<file path="config.mk">
export PLATFORM = sky130hd
export DESIGN_NAME = paren_comma_frame_parser_flat
export DESIGN_NICKNAME = d
export VERILOG_FILES = /design/src/sv/pfp_pkg.sv /design/src/sv/pfp_if.sv /design/src/sv/pfp_core.sv /design/src/sv/paren_comma_frame_parser.sv /design/src/flat_wrapper.sv
export SDC_FILE = /design/constraint.sdc
export NUM_CORES = 1
export LEC_CHECK = 0
export BUFFER_PORTS_ARGS = -buffer_cell sky130_fd_sc_hd__buf_2
export CAP_MARGIN = 20
export CORE_MARGIN = 2
export CORE_UTILIZATION = 29
export DETAILED_ROUTE_END_ITERATION = 10
export PLACE_DENSITY = 0.57
export SYNTH_ARGS = -nofsm -noshare
export SYNTH_HDL_FRONTEND = slang
export SYNTH_SLANG_ARGS = --single-unit
</file>
<file path="constraint.sdc">
create_clock -name clk -period 2.6 [get_ports clk]
set_input_delay 0.13 -clock clk [delete_from_list [all_inputs] [get_ports clk]]
set_output_delay 0.13 -clock clk [all_outputs]
set_load 0.1 [all_outputs]
</file>
<file path="src/sv/pfp_pkg.sv">
package pfp_pkg;

	// Default field depth; each field keeps at most depth-1 bytes, capped at 255
	localparam int FIELD_DEPTH_DEF = 256;

	// Frame delimiters
	localparam logic [7:0] CH_OPEN  = 8'h28;
	localparam logic [7:0] CH_SEP   = 8'h2C;
	localparam logic [7:0] CH_CLOSE = 8'h29;

	// Event codes reported with each result
	localparam logic [2:0] EV_IGNORED = 3'd0;
	localparam logic [2:0] EV_START   = 3'd1;
	localparam logic [2:0] EV_ID      = 3'd2;
	localparam logic [2:0] EV_SEP     = 3'd3;
	localparam logic [2:0] EV_VALUE   = 3'd4;
	localparam logic [2:0] EV_DONE    = 3'd5;
	localparam logic [2:0] EV_DROPPED = 3'd6;

	typedef struct packed {
		logic [7:0] rx_byte;
	} in_item_t;

	typedef struct packed {
		logic [2:0] event_res;
		logic [7:0] data_byte;
		logic [7:0] position;
		logic [7:0] id_length;
		logic [7:0] value_length;
	} res_item_t;

endpackage

</file>
<file path="src/sv/pfp_if.sv">
interface pfp_in_if;
	logic              valid;
	logic              ready;
	pfp_pkg::in_item_t payload;

	modport source (output valid, output payload, input ready);
	modport sink   (input valid, input payload, output ready);
endinterface

interface pfp_res_if;
	logic               valid;
	logic               ready;
	pfp_pkg::res_item_t payload;

	modport source (output valid, output payload, input ready);
	modport sink   (input valid, input payload, output ready);
endinterface

</file>
<file path="src/sv/pfp_core.sv">
module pfp_core #(
	parameter int FIELD_DEPTH = pfp_pkg::FIELD_DEPTH_DEF
) (
	input  logic               clk,
	input  logic               arst_n,
	input  logic               step,
	input  logic [7:0]         rx_byte,
	output pfp_pkg::res_item_t res
);

	// Bytes a field may hold: depth-1, kept within 1..255
	localparam int LIMIT_RAW = (FIELD_DEPTH - 1 > 255) ? 255 :
		((FIELD_DEPTH < 2) ? 1 : FIELD_DEPTH - 1);
	localparam logic [7:0] LIMIT = LIMIT_RAW[7:0];

	typedef enum logic [1:0] {
		MODE_IDLE  = 2'd0,
		MODE_ID    = 2'd1,
		MODE_VALUE = 2'd2
	} mode_t;

	mode_t      mode_q, mode_d;
	logic [7:0] id_cnt_q, id_cnt_d;
	logic [7:0] val_cnt_q, val_cnt_d;

	// Decode one byte against the current mode and field counts
	always_comb begin
		mode_d           = mode_q;
		id_cnt_d         = id_cnt_q;
		val_cnt_d        = val_cnt_q;
		res.event_res    = pfp_pkg::EV_IGNORED;
		res.data_byte    = 8'd0;
		res.position     = 8'd0;
		if (rx_byte == pfp_pkg::CH_OPEN) begin
			mode_d        = MODE_ID;
			id_cnt_d      = 8'd0;
			val_cnt_d     = 8'd0;
			res.event_res = pfp_pkg::EV_START;
		end else begin
			unique case (mode_q)
				MODE_ID: begin
					if (rx_byte == pfp_pkg::CH_SEP) begin
						mode_d        = MODE_VALUE;
						res.event_res = pfp_pkg::EV_SEP;
					end else if (id_cnt_q < LIMIT) begin
						res.event_res = pfp_pkg::EV_ID;
						res.data_byte = rx_byte;
						res.position  = id_cnt_q;
						id_cnt_d      = id_cnt_q + 8'd1;
					end else begin
						res.event_res = pfp_pkg::EV_DROPPED;
					end
				end
				MODE_VALUE: begin
					if (rx_byte == pfp_pkg::CH_CLOSE) begin
						mode_d        = MODE_IDLE;
						res.event_res = pfp_pkg::EV_DONE;
					end else if (val_cnt_q < LIMIT) begin
						res.event_res = pfp_pkg::EV_VALUE;
						res.data_byte = rx_byte;
						res.position  = val_cnt_q;
						val_cnt_d     = val_cnt_q + 8'd1;
					end else begin
						res.event_res = pfp_pkg::EV_DROPPED;
					end
				end
				default: begin
					// idle, and the unused code acts as idle
					res.event_res = pfp_pkg::EV_IGNORED;
				end
			endcase
		end
		res.id_length    = id_cnt_d;
		res.value_length = val_cnt_d;
	end

	// Advance parse state once per processed byte
	always_ff @(posedge clk or negedge arst_n) begin
		if (!arst_n) begin
			mode_q    <= MODE_IDLE;
			id_cnt_q  <= 8'd0;
			val_cnt_q <= 8'd0;
		end else if (step) begin
			mode_q    <= mode_d;
			id_cnt_q  <= id_cnt_d;
			val_cnt_q <= val_cnt_d;
		end
	end

endmodule

</file>
<file path="src/sv/paren_comma_frame_parser.sv">
// Frame parser for byte streams of the form '(' id ',' value ')'.
// Channel rx takes one received byte per transaction (valid/ready).
// Channel res returns exactly one result per byte: an event code, the
// byte and its position for id/value writes, and both field lengths.
// An accepted byte waits in the input register and is then decoded into
// the result register, which drives res. Throughput: one byte per cycle
// while res is not stalled, set by the combinational decode between the
// input register and the result register; no loop or memory limits it.
// A stalled receiver holds the result register; the input register still
// takes one more byte, after which rx.ready drops until res moves again.
// Reset (arst_n low) empties both registers, returns the parser to idle
// outside a frame and clears both field lengths. No setup is needed.
// An opening parenthesis restarts a frame at any time; bytes beyond the
// field capacity (FIELD_DEPTH-1, at most 255) are dropped and flagged.
module paren_comma_frame_parser #(
	parameter int FIELD_DEPTH = pfp_pkg::FIELD_DEPTH_DEF
) (
	input logic      clk,
	input logic      arst_n,
	pfp_in_if.sink   rx,
	pfp_res_if.source res
);

	logic               valid_s1;
	logic [7:0]         byte_s1;
	logic               res_valid_q;
	pfp_pkg::res_item_t res_q;
	pfp_pkg::res_item_t decode;
	logic               advance;

	// Move stage 1 into the result register when it is free or being drained
	assign advance  = valid_s1 && (!res_valid_q || res.ready);
	assign rx.ready = !valid_s1 || advance;

	// Hold the incoming byte
	always_ff @(posedge clk or negedge arst_n) begin
		if (!arst_n) begin
			valid_s1 <= 1'b0;
		end else if (rx.ready) begin
			valid_s1 <= rx.valid;
		end
	end

	always_ff @(posedge clk) begin
		if (rx.ready && rx.valid) begin
			byte_s1 <= rx.payload.rx_byte;
		end
	end

	pfp_core #(
		.FIELD_DEPTH(FIELD_DEPTH)
	) u_core (
		.clk    (clk),
		.arst_n (arst_n),
		.step   (advance),
		.rx_byte(byte_s1),
		.res    (decode)
	);

	// Register the result; hold it while the receiver stalls
	always_ff @(posedge clk or negedge arst_n) begin
		if (!arst_n) begin
			res_valid_q <= 1'b0;
		end else if (!res_valid_q || res.ready) begin
			res_valid_q <= valid_s1;
		end
	end

	always_ff @(posedge clk) begin
		if (advance) begin
			res_q <= decode;
		end
	end

	assign res.valid   = res_valid_q;
	assign res.payload = res_q;

`ifndef NO_ASSERTIONS
	// A full pipeline with a stalled receiver must refuse new bytes
	a_backpressure: assert property (@(posedge clk) disable iff (!arst_n)
		valid_s1 && res_valid_q && !res.ready |-> !rx.ready)
		else $error("input accepted while pipeline is full");

	// Only id and value writes carry a byte and a position
	a_payload_zero: assert property (@(posedge clk) disable iff (!arst_n)
		res_valid_q && !(res_q.event_res == pfp_pkg::EV_ID ||
			res_q.event_res == pfp_pkg::EV_VALUE)
		|-> res_q.data_byte == 8'd0 && res_q.position == 8'd0)
		else $error("stray data on non-write event");

	// Every accepted byte lands in stage 1
	a_accept_fill: assert property (@(posedge clk) disable iff (!arst_n)
		rx.valid && rx.ready |=> valid_s1)
		else $error("accepted byte lost");

	// A processed byte always produces a result on the next cycle
	a_result_follows: assert property (@(posedge clk) disable iff (!arst_n)
		advance |=> res_valid_q)
		else $error("result missing after decode");
`endif

endmodule
</file>
<file path="src/flat_wrapper.sv">
// flat-port wrapper written by rule: the top's interface ports become plain ports
module paren_comma_frame_parser_flat 
#(
	parameter int FIELD_DEPTH = pfp_pkg::FIELD_DEPTH_DEF
)
  (clk, arst_n, rx_valid, rx_payload, rx_ready, res_valid, res_payload, res_ready);
  pfp_in_if rx_i ();
  pfp_res_if res_i ();
  input logic clk;
  input logic arst_n;
  input wire logic [$bits(rx_i.valid)-1:0] rx_valid;
  input wire logic [$bits(rx_i.payload)-1:0] rx_payload;
  output wire logic [$bits(rx_i.ready)-1:0] rx_ready;
  output wire logic [$bits(res_i.valid)-1:0] res_valid;
  output wire logic [$bits(res_i.payload)-1:0] res_payload;
  input wire logic [$bits(res_i.ready)-1:0] res_ready;
  assign rx_i.valid = rx_valid;
  assign rx_i.payload = rx_payload;
  assign rx_ready = rx_i.ready;
  assign res_valid = res_i.valid;
  assign res_payload = res_i.payload;
  assign res_i.ready = res_ready;
  paren_comma_frame_parser #(.FIELD_DEPTH(FIELD_DEPTH)) u_core (.clk(clk), .arst_n(arst_n), .rx(rx_i), .res(res_i));
endmodule
</file>
==> flow_summary.ini, run 1 <==
[run_status]
outcome = complete, no violations

[timing]
hold_ws_ns = 0.07634
tns_ns = 0
hold_violations = 0
fmax_mhz = 415.1
max-slew-margin-rel_pct = 65.50
finalCritPeriodShare_pct = 92.65
setup_violations = 0
setup_ws_ns = 0.1911
tightest_slew_ns = 0.5176
rsz0062_at_grt = false
final_max_slew_viol_count = 0
fin_skew_ns = 0.01493
period_minus_slack_ns = 2.409

[synth]
yosys.area.top_type = edfxtp_1
yosys_register_bits = 63
yosys.cell_types.count = 43
seq_area_frac_synth_pct = 58.81
synthesis.nets = 293
synthTopCellsByArea = edfxtp_1 42%, dfrtp_1 16%, nor2_1 3.8%
ys.warnings.count = 0
synth_area_sq_mm = 0.003047
synthTopCellsByCount = 43 x edfxtp_1, 31 x nor2_1, 20 x dfrtp_1
synth_ff_type = edfxtp_1
post-synth-top-count-cell = edfxtp_1
async_flop_share_pct = 31.75
synthCells = 275
synth_top_area_share_pct = 42.38
synth-edff-count = 43
synth_area_per_cell_sq_um = 11.08

[cells_and_area]
area_growth_pct = 22.55
final_area_sq_mm = 0.003734
final_nets = 352
layout-drive-gt1-share_pct = 22.12
antenna_cells = 0
n_fill_cell = 1065

[setup_path]
cp.arrival_ns = 2.50
rr_worst_depth = 5
critPathLaunchType = flip-flop
cp.required_ns = 2.69
timing.reg2reg.setup_slack_ns = 0.19
rr_startpoint = u_core.byte_s1[6]
end_kind = flip-flop
reg2reg_to = u_core.res.payload[29]
crit_type = reg -> reg
critPathMaxFanout = 13

[place]
io_buffers = 48
routabilityCongestion = 0.8699
hpwl_um = 4768
post-place-ws_ns = 0.2085
place_area_sq_mm = 0.003430

[floorplan]
row_count = 37
dieHeight_um = 106.5
coreArea_sq_mm = 0.01028
ios = 49
die-area_sq_mm = 0.01134
die_w_um = 106.5
start_util_pct = 29.64

[clock_tree]
cts_made_buffers = 9
clock_latency_ns = 0.34
root_buffer = clkbuf_8
postCtsResizedCells = 0
h-tree-depth = 3
cts_tree = yes
cts.sinks = 63
cts_buffer_depth = 2
clkTransAtPathRegs_ns = 0.06

[route]
num_vias = 2358
vias_per_cell = 4.964
drc = 0
drtAntennaViolNets = 0
drt-total-wl_um = 6995
drtIter0Drc = 162
first_pass_iters = 4
wire_per_inst_um = 14.73

[global_routing]
grt_pass1_vias = 2278
grt_overflow = 0
grtUsageTotal_pct = 13.17
grt_max_degree = 24
grt_pass1_wl_um = 11570
antenna_found_initial = 0

[min_path]
hp-class = in -> reg
min_to = u_core.res.valid
min_path_cells = 3
min_from = res_ready

[pwr]
ir_worst_vdd_v = 0.0002836
combPwrFrac_pct = 15.7
p_per_area_mw_per_mm2 = 645.9
power_frac_seq_pct = 47.3
p_sw_w = 0.0007029
p_leak_nw = 1.441
p_clk_share_pct = 37.0
sw_frac_of_total_pct = 29.15
p_int_w = 0.001709

[job]
cap_violations = 0
-- power groups by stage --
| stage | Sequential [W] | Combinational [W] | Clock [W] |
|---|---|---|---|
| 3_3_place_gp | 0.00116 | 0.000368 | 0 |
| 2_1_floorplan | 0.00140 | 0.0000605 | 0 |
| 6_report | 0.00114 | 0.000378 | 0.000892 |
| 5_1_grt | 0.00115 | 0.000396 | 0.000960 |
| 3_5_place_dp | 0.00116 | 0.000369 | 0 |
| 4_1_cts | 0.00114 | 0.000381 | 0.000914 |
-- cell families (layout without fill, tap and decap cells) --
family          Yosys count  count (layout)  share of synthesized area, %
xor+xnor                  6               6                         1.725
flops                    63              63                         58.81
mux                       2               2                        0.6571
buf+inv                  28              92                         4.435
compound gates           60              60                         13.14
fa+ha+maj                 6               6                         2.464
simple gates            110             110                         18.77
-- metrics by stage --
stage / utilization [%] / cells / total power, W
2_1_floorplan: - / 275 / 0.001459
3_3_place_gp: 33.37 / 449 / 0.001531
3_5_place_dp: 33.37 / 449 / 0.001533
4_1_cts: 36.33 / 475 / 0.002438
5_1_grt: 36.33 / 475 / 0.002502
6_report: 36.33 / 475 / 0.002411
-- registers in the layout, indices dropped and copies added, names as in the netlist --
signal and count:
u_core.byte_s1 8, u_core.res.payload 35, u_core.res.valid 1, u_core.u_core.id_cnt_q 8, u_core.u_core.mode_q 2, u_core.u_core.val_cnt_q 8
u_core.valid_s1 1
-- layer usage --
layer | wire, um | vias to the layer above | track usage (%)
met5 | 0 | - | 0
met4 | 102 | 0 | 5.102
met3 | 414 | 8 | 3.066
met2 | 3332 | 83 | 20.65
met1 | 3146 | 1123 | 17.68
li1 | - | 1144 | -
-- worst max-delay path, stage by stage, from the launching register on --
cell and delay [ns]:
edfxtp_1 0.38, or4b_4 0.59, o41a_1 0.57, nand2_1 0.21, a21oi_1 0.19, and3_1 0.23
-- cells in the final DEF, fill, tap and decap left out, types with 2 or more instances in the layout --
| cell type | n |
|---|---|
| a21oi_1 | 13 |
| a22oi_1 | 8 |
| a31oi_1 | 8 |
| a32o_1 | 4 |
| and2_1 | 8 |
| and3_1 | 7 |
| buf_2 | 48 |
| buf_4 | 6 |
| bufinv_16 | 2 |
| clkbuf_8 | 9 |
| clkinv_1 | 3 |
| dfrtp_1 | 19 |
| dlygate4sd3_1 | 10 |
| edfxtp_1 | 43 |
| ha_1 | 6 |
| inv_1 | 11 |
| mux2i_1 | 2 |
| nand2_1 | 19 |
| nand2b_1 | 5 |
| nand3_1 | 16 |
| nand4_1 | 5 |
| nand4b_1 | 2 |
| nor2_1 | 31 |
| nor3_1 | 4 |
| o21ai_0 | 13 |
| o31ai_1 | 5 |
| o41a_1 | 2 |
| or3_1 | 3 |
| xor2_1 | 6 |
-- layout make-up --
class / instances / area (sq um) / area share (%)
Inverter: 11 / 41.29 / 1.106
Clock buffer: 10 / 127.6 / 3.418
Sequential cell: 63 / 1793 / 48.02
Multi-Input combinational cell: 184 / 1120 / 29.99
Clock inverter: 6 / 76.32 / 2.044
Timing Repair Buffer: 65 / 405.4 / 10.86
Tap cell: 136 / 170.2 / 4.558
-- worst max path at each step --
stage,from,end,slack [ns],depth (start not counted)
2_1_floorplan,u_core.res.valid,u_core.byte_s1[0],0.19,2
3_3_place_gp,u_core.byte_s1[6],u_core.res.payload[29],0.25,5
3_5_place_dp,u_core.byte_s1[6],u_core.res.payload[27],0.21,5
4_1_cts,u_core.byte_s1[6],u_core.res.payload[29],0.20,5
5_1_grt,u_core.u_core.mode_q[1],u_core.res.payload[27],0.03,6
6_report,u_core.byte_s1[6],u_core.res.payload[29],0.19,5
-- timing repair --
item	4_1_cts	5_1_grt
hold buffers	10	0
endpoints found under the setup margin	0	0
buffers inserted	0	0
endpoints found under the hold margin	29	0
Power figures use the tool's default switching activity.
==> inputs of run 2 (changes only) <==
- PLACE_DENSITY: 0.57 -> 0.56
- SLEW_MARGIN: unset -> 20
- SYNTH_HIERARCHICAL: unset -> 1
==> run 2 against run 1 <==
Compared with the run above:
- via count up 11%
- power up 55%
- synthesized cell count up 5.1%
- global-route usage up 1.4 points
- routed wire length up 17%
- sequential share of layout area down 3.0 points
- register-to-register slack better by 0.07 ns
- sequential power up 25%
- utilization up 0.42 points
- final cell count up 5.5%
- cell area up 6.7%
- critical path depth unchanged
- critical endpoint is now u_core/res.payload[16]
- largest cell class unchanged
==> flow_summary.ini, run 2 <==
[pwr]
p_int_w = 0.002124
p_clk_share_pct = 23.5
power_frac_seq_pct = 38.0
p_leak_nw = 1.508
sw_frac_of_total_pct = 43.19
ir_worst_vdd_v = 0.0004043
power.total_w = 0.003739
combPwrFrac_pct = 38.5
p_per_area_mw_per_mm2 = 938.5
p_sw_w = 0.001615

[timing]
fin_skew_ns = 0.01039
period_minus_slack_ns = 2.341
tightest_slew_ns = 0.5061
final_max_slew_viol_count = 0
finalCritPeriodShare_pct = 90.05
tns_ns = 0
hold_violations = 0
hold_ws_ns = 0.06192
max-slew-margin-rel_pct = 66.26
setup_violations = 0
rsz0062_at_grt = false
fmax_mhz = 427.1

[synth]
synth_ff_type = edfxtp_1
synth-compound-area-share_pct = 17.22
synthCells = 289
yosys.cell_types.count = 54
synthAdderAreaFrac_pct = 2.327
async_flop_share_pct = 31.75
synth_top_area_share_pct = 40.03
ys.warnings.count = 6
seq_area_frac_synth_pct = 55.55
synth_area_sq_mm = 0.003226
synth.area.mux_share_pct = 0
synthTopCellsByCount = 43 x edfxtp_1, 28 x nand3_1, 20 x a21oi_1, 20 x dfrtp_1, 19 x nand2_1
yosys.area.top_type = edfxtp_1
post-synth-top-count-cell = edfxtp_1
yosys_register_bits = 63
yosys.area_share.simple_pct = 21.18
synthesis.nets = 307
synth_xor_area_share_pct = 0
synth_top_family_by_area = simple AND/OR/NAND/NOR gates
synth_area_per_cell_sq_um = 11.16
synth-edff-count = 43
synthTopCellsByArea = edfxtp_1 40%, dfrtp_1 16%, nand3_1 4.3%

[clock_tree]
root_buffer = clkbuf_8
h-tree-depth = 3
cts_buffer_depth = 2
clock_latency_ns = 0.35
postCtsResizedCells = 0
cts_tree = yes
clkTransAtPathRegs_ns = 0.07
cts.sinks = 63
cts_made_buffers = 9

[cells_and_area]
layout_commonest_cell = buf_2
n_fill_cell = 1083
seq_area_sq_mm = 0.001792
final_nets = 374
layout-drive-gt1-share_pct = 23.27
antenna_cells = 0
largest_reg_flops = 35
layout_common_cells = 48 x buf_2, 43 x edfxtp_1, 28 x nand3_1, 20 x dfrtp_1, 20 x a21oi_1
area_growth_pct = 23.51
multi_input_area_sq_mm = 0.001315

[route]
num_vias = 2607
drtAntennaViolNets = 0
first_pass_iters = 4
drt-total-wl_um = 8156
drtIter0Drc = 184
drc = 0
vias_per_cell = 5.204
wire_per_inst_um = 16.28

[setup_path]
crit_type = reg -> reg
critPathBufInv = 1
reg2reg_to = u_core/res.payload[16]
crit_family = compound AO/OA/AOI/OAI gates
cpMaxStageDelayCell = or4b_4
rr_startpoint = u_core/byte_s1[6]
cp.required_ns = 2.70
timing.reg2reg.setup_slack_ns = 0.26
end_kind = flip-flop
critPathMaxFanout = 11
cp.arrival_ns = 2.44
path_cells = or4b_4, o41a_1, buf_4, a22oi_1, nor2_1
rr_worst_depth = 5
critPathLaunchType = flip-flop
crit_path_max_incr_delay_ns = 0.60

[min_path]
min_to = u_core/res.valid
hp-class = in -> reg
min_path_cells = 3
min_from = res_ready

[floorplan]
die-area_sq_mm = 0.01198
dieHeight_um = 109.5
coreArea_sq_mm = 0.01084
ios = 49
start_util_pct = 29.76
die_w_um = 109.5
row_count = 38

[global_routing]
grt_overflow = 0
antenna_found_initial = 0
grt_pass1_vias = 2564
grt_pass1_wl_um = 13110
grt_max_degree = 33
grtUsageTotal_pct = 14.55

[place]
routabilityCongestion = 0.8601
io_buffers = 48
hpwl_um = 5527

[run_status]
outcome = complete, no violations

[job]
cap_violations = 0
==> run 2: cell families after synthesis <==
group / count (synthesis)
AO/OA/AOI/OAI: 78
adder cells (fa/ha/maj): 6
buffers and inverters: 28
flip-flops: 63
AND/OR/NAND/NOR: 114
==> run 2: layer usage <==
| layer | share of wire, % | GRT usage [%] |
|---|---|---|
| met4 | 2.6 | 6.962 |
| met3 | 5.2 | 3.972 |
| met2 | 49 | 23.10 |
| met1 | 43 | 18.34 |
| met5 | 0 | 0 |
==> run 2: power groups by stage <==
stage          Sequential (W)  Combinational, W  Clock (W)
2_1_floorplan         0.00209          0.000510          0
3_3_place_gp          0.00144           0.00141          0
3_5_place_dp          0.00144           0.00142          0
4_1_cts               0.00142           0.00144   0.000910
5_1_grt               0.00144           0.00154   0.000957
6_report              0.00142           0.00144   0.000879
==> run 2: final cells by class <==
type,count,share of cell area [%]
timing repair buffer,75,11.75
clock inverter,4,1.131
sequential,63,44.97
tap,140,4.397
clock buffer,12,3.894
multi-input combinational,198,33.01
inverter,9,0.8480
==> run 2: worst max-delay path by stage <==
stage	from	endpoint	slack, ns	depth (start not counted)
after global routing	u_core/u_core/val_cnt_q[0]	u_core/res.payload[0]	0.08	7
after CTS	u_core/byte_s1[6]	u_core/res.payload[27]	0.19	4
after global placement	u_core/byte_s1[6]	u_core/res.payload[25]	0.25	4
after floorplan	u_core/res.valid	u_core/u_core/val_cnt_q[2]	0.17	5
final	u_core/byte_s1[6]	u_core/res.payload[16]	0.26	5
after detailed placement	u_core/byte_s1[6]	u_core/res.payload[27]	0.21	4
==> run 2: what timing repair did <==
action / in CTS / in global routing
buffers inserted: 0 / 1
hold endpoints to repair: 29 / 0
setup endpoints to repair: 0 / 7
hold buffers: 10 / 0
==> run 2: through the flow <==
step                std cells  setup slack [ns]  area (sq um)  utilization, %
detailed placement        474            0.2115          3676           33.91
global route              501           0.07622          3984           36.75
floorplan                 289            0.1689          3227               -
global placement          474            0.2548          3676           33.91
finish                    501            0.2587          3984           36.75
CTS                       500            0.1850          3976           36.68
==> run 2: worst reg2reg max path, cell delays in order, from the launching register on <==
cell	delay, ns
edfxtp_1	0.43
or4b_4	0.60
o41a_1	0.55
buf_4	0.25
a22oi_1	0.20
nor2_1	0.07
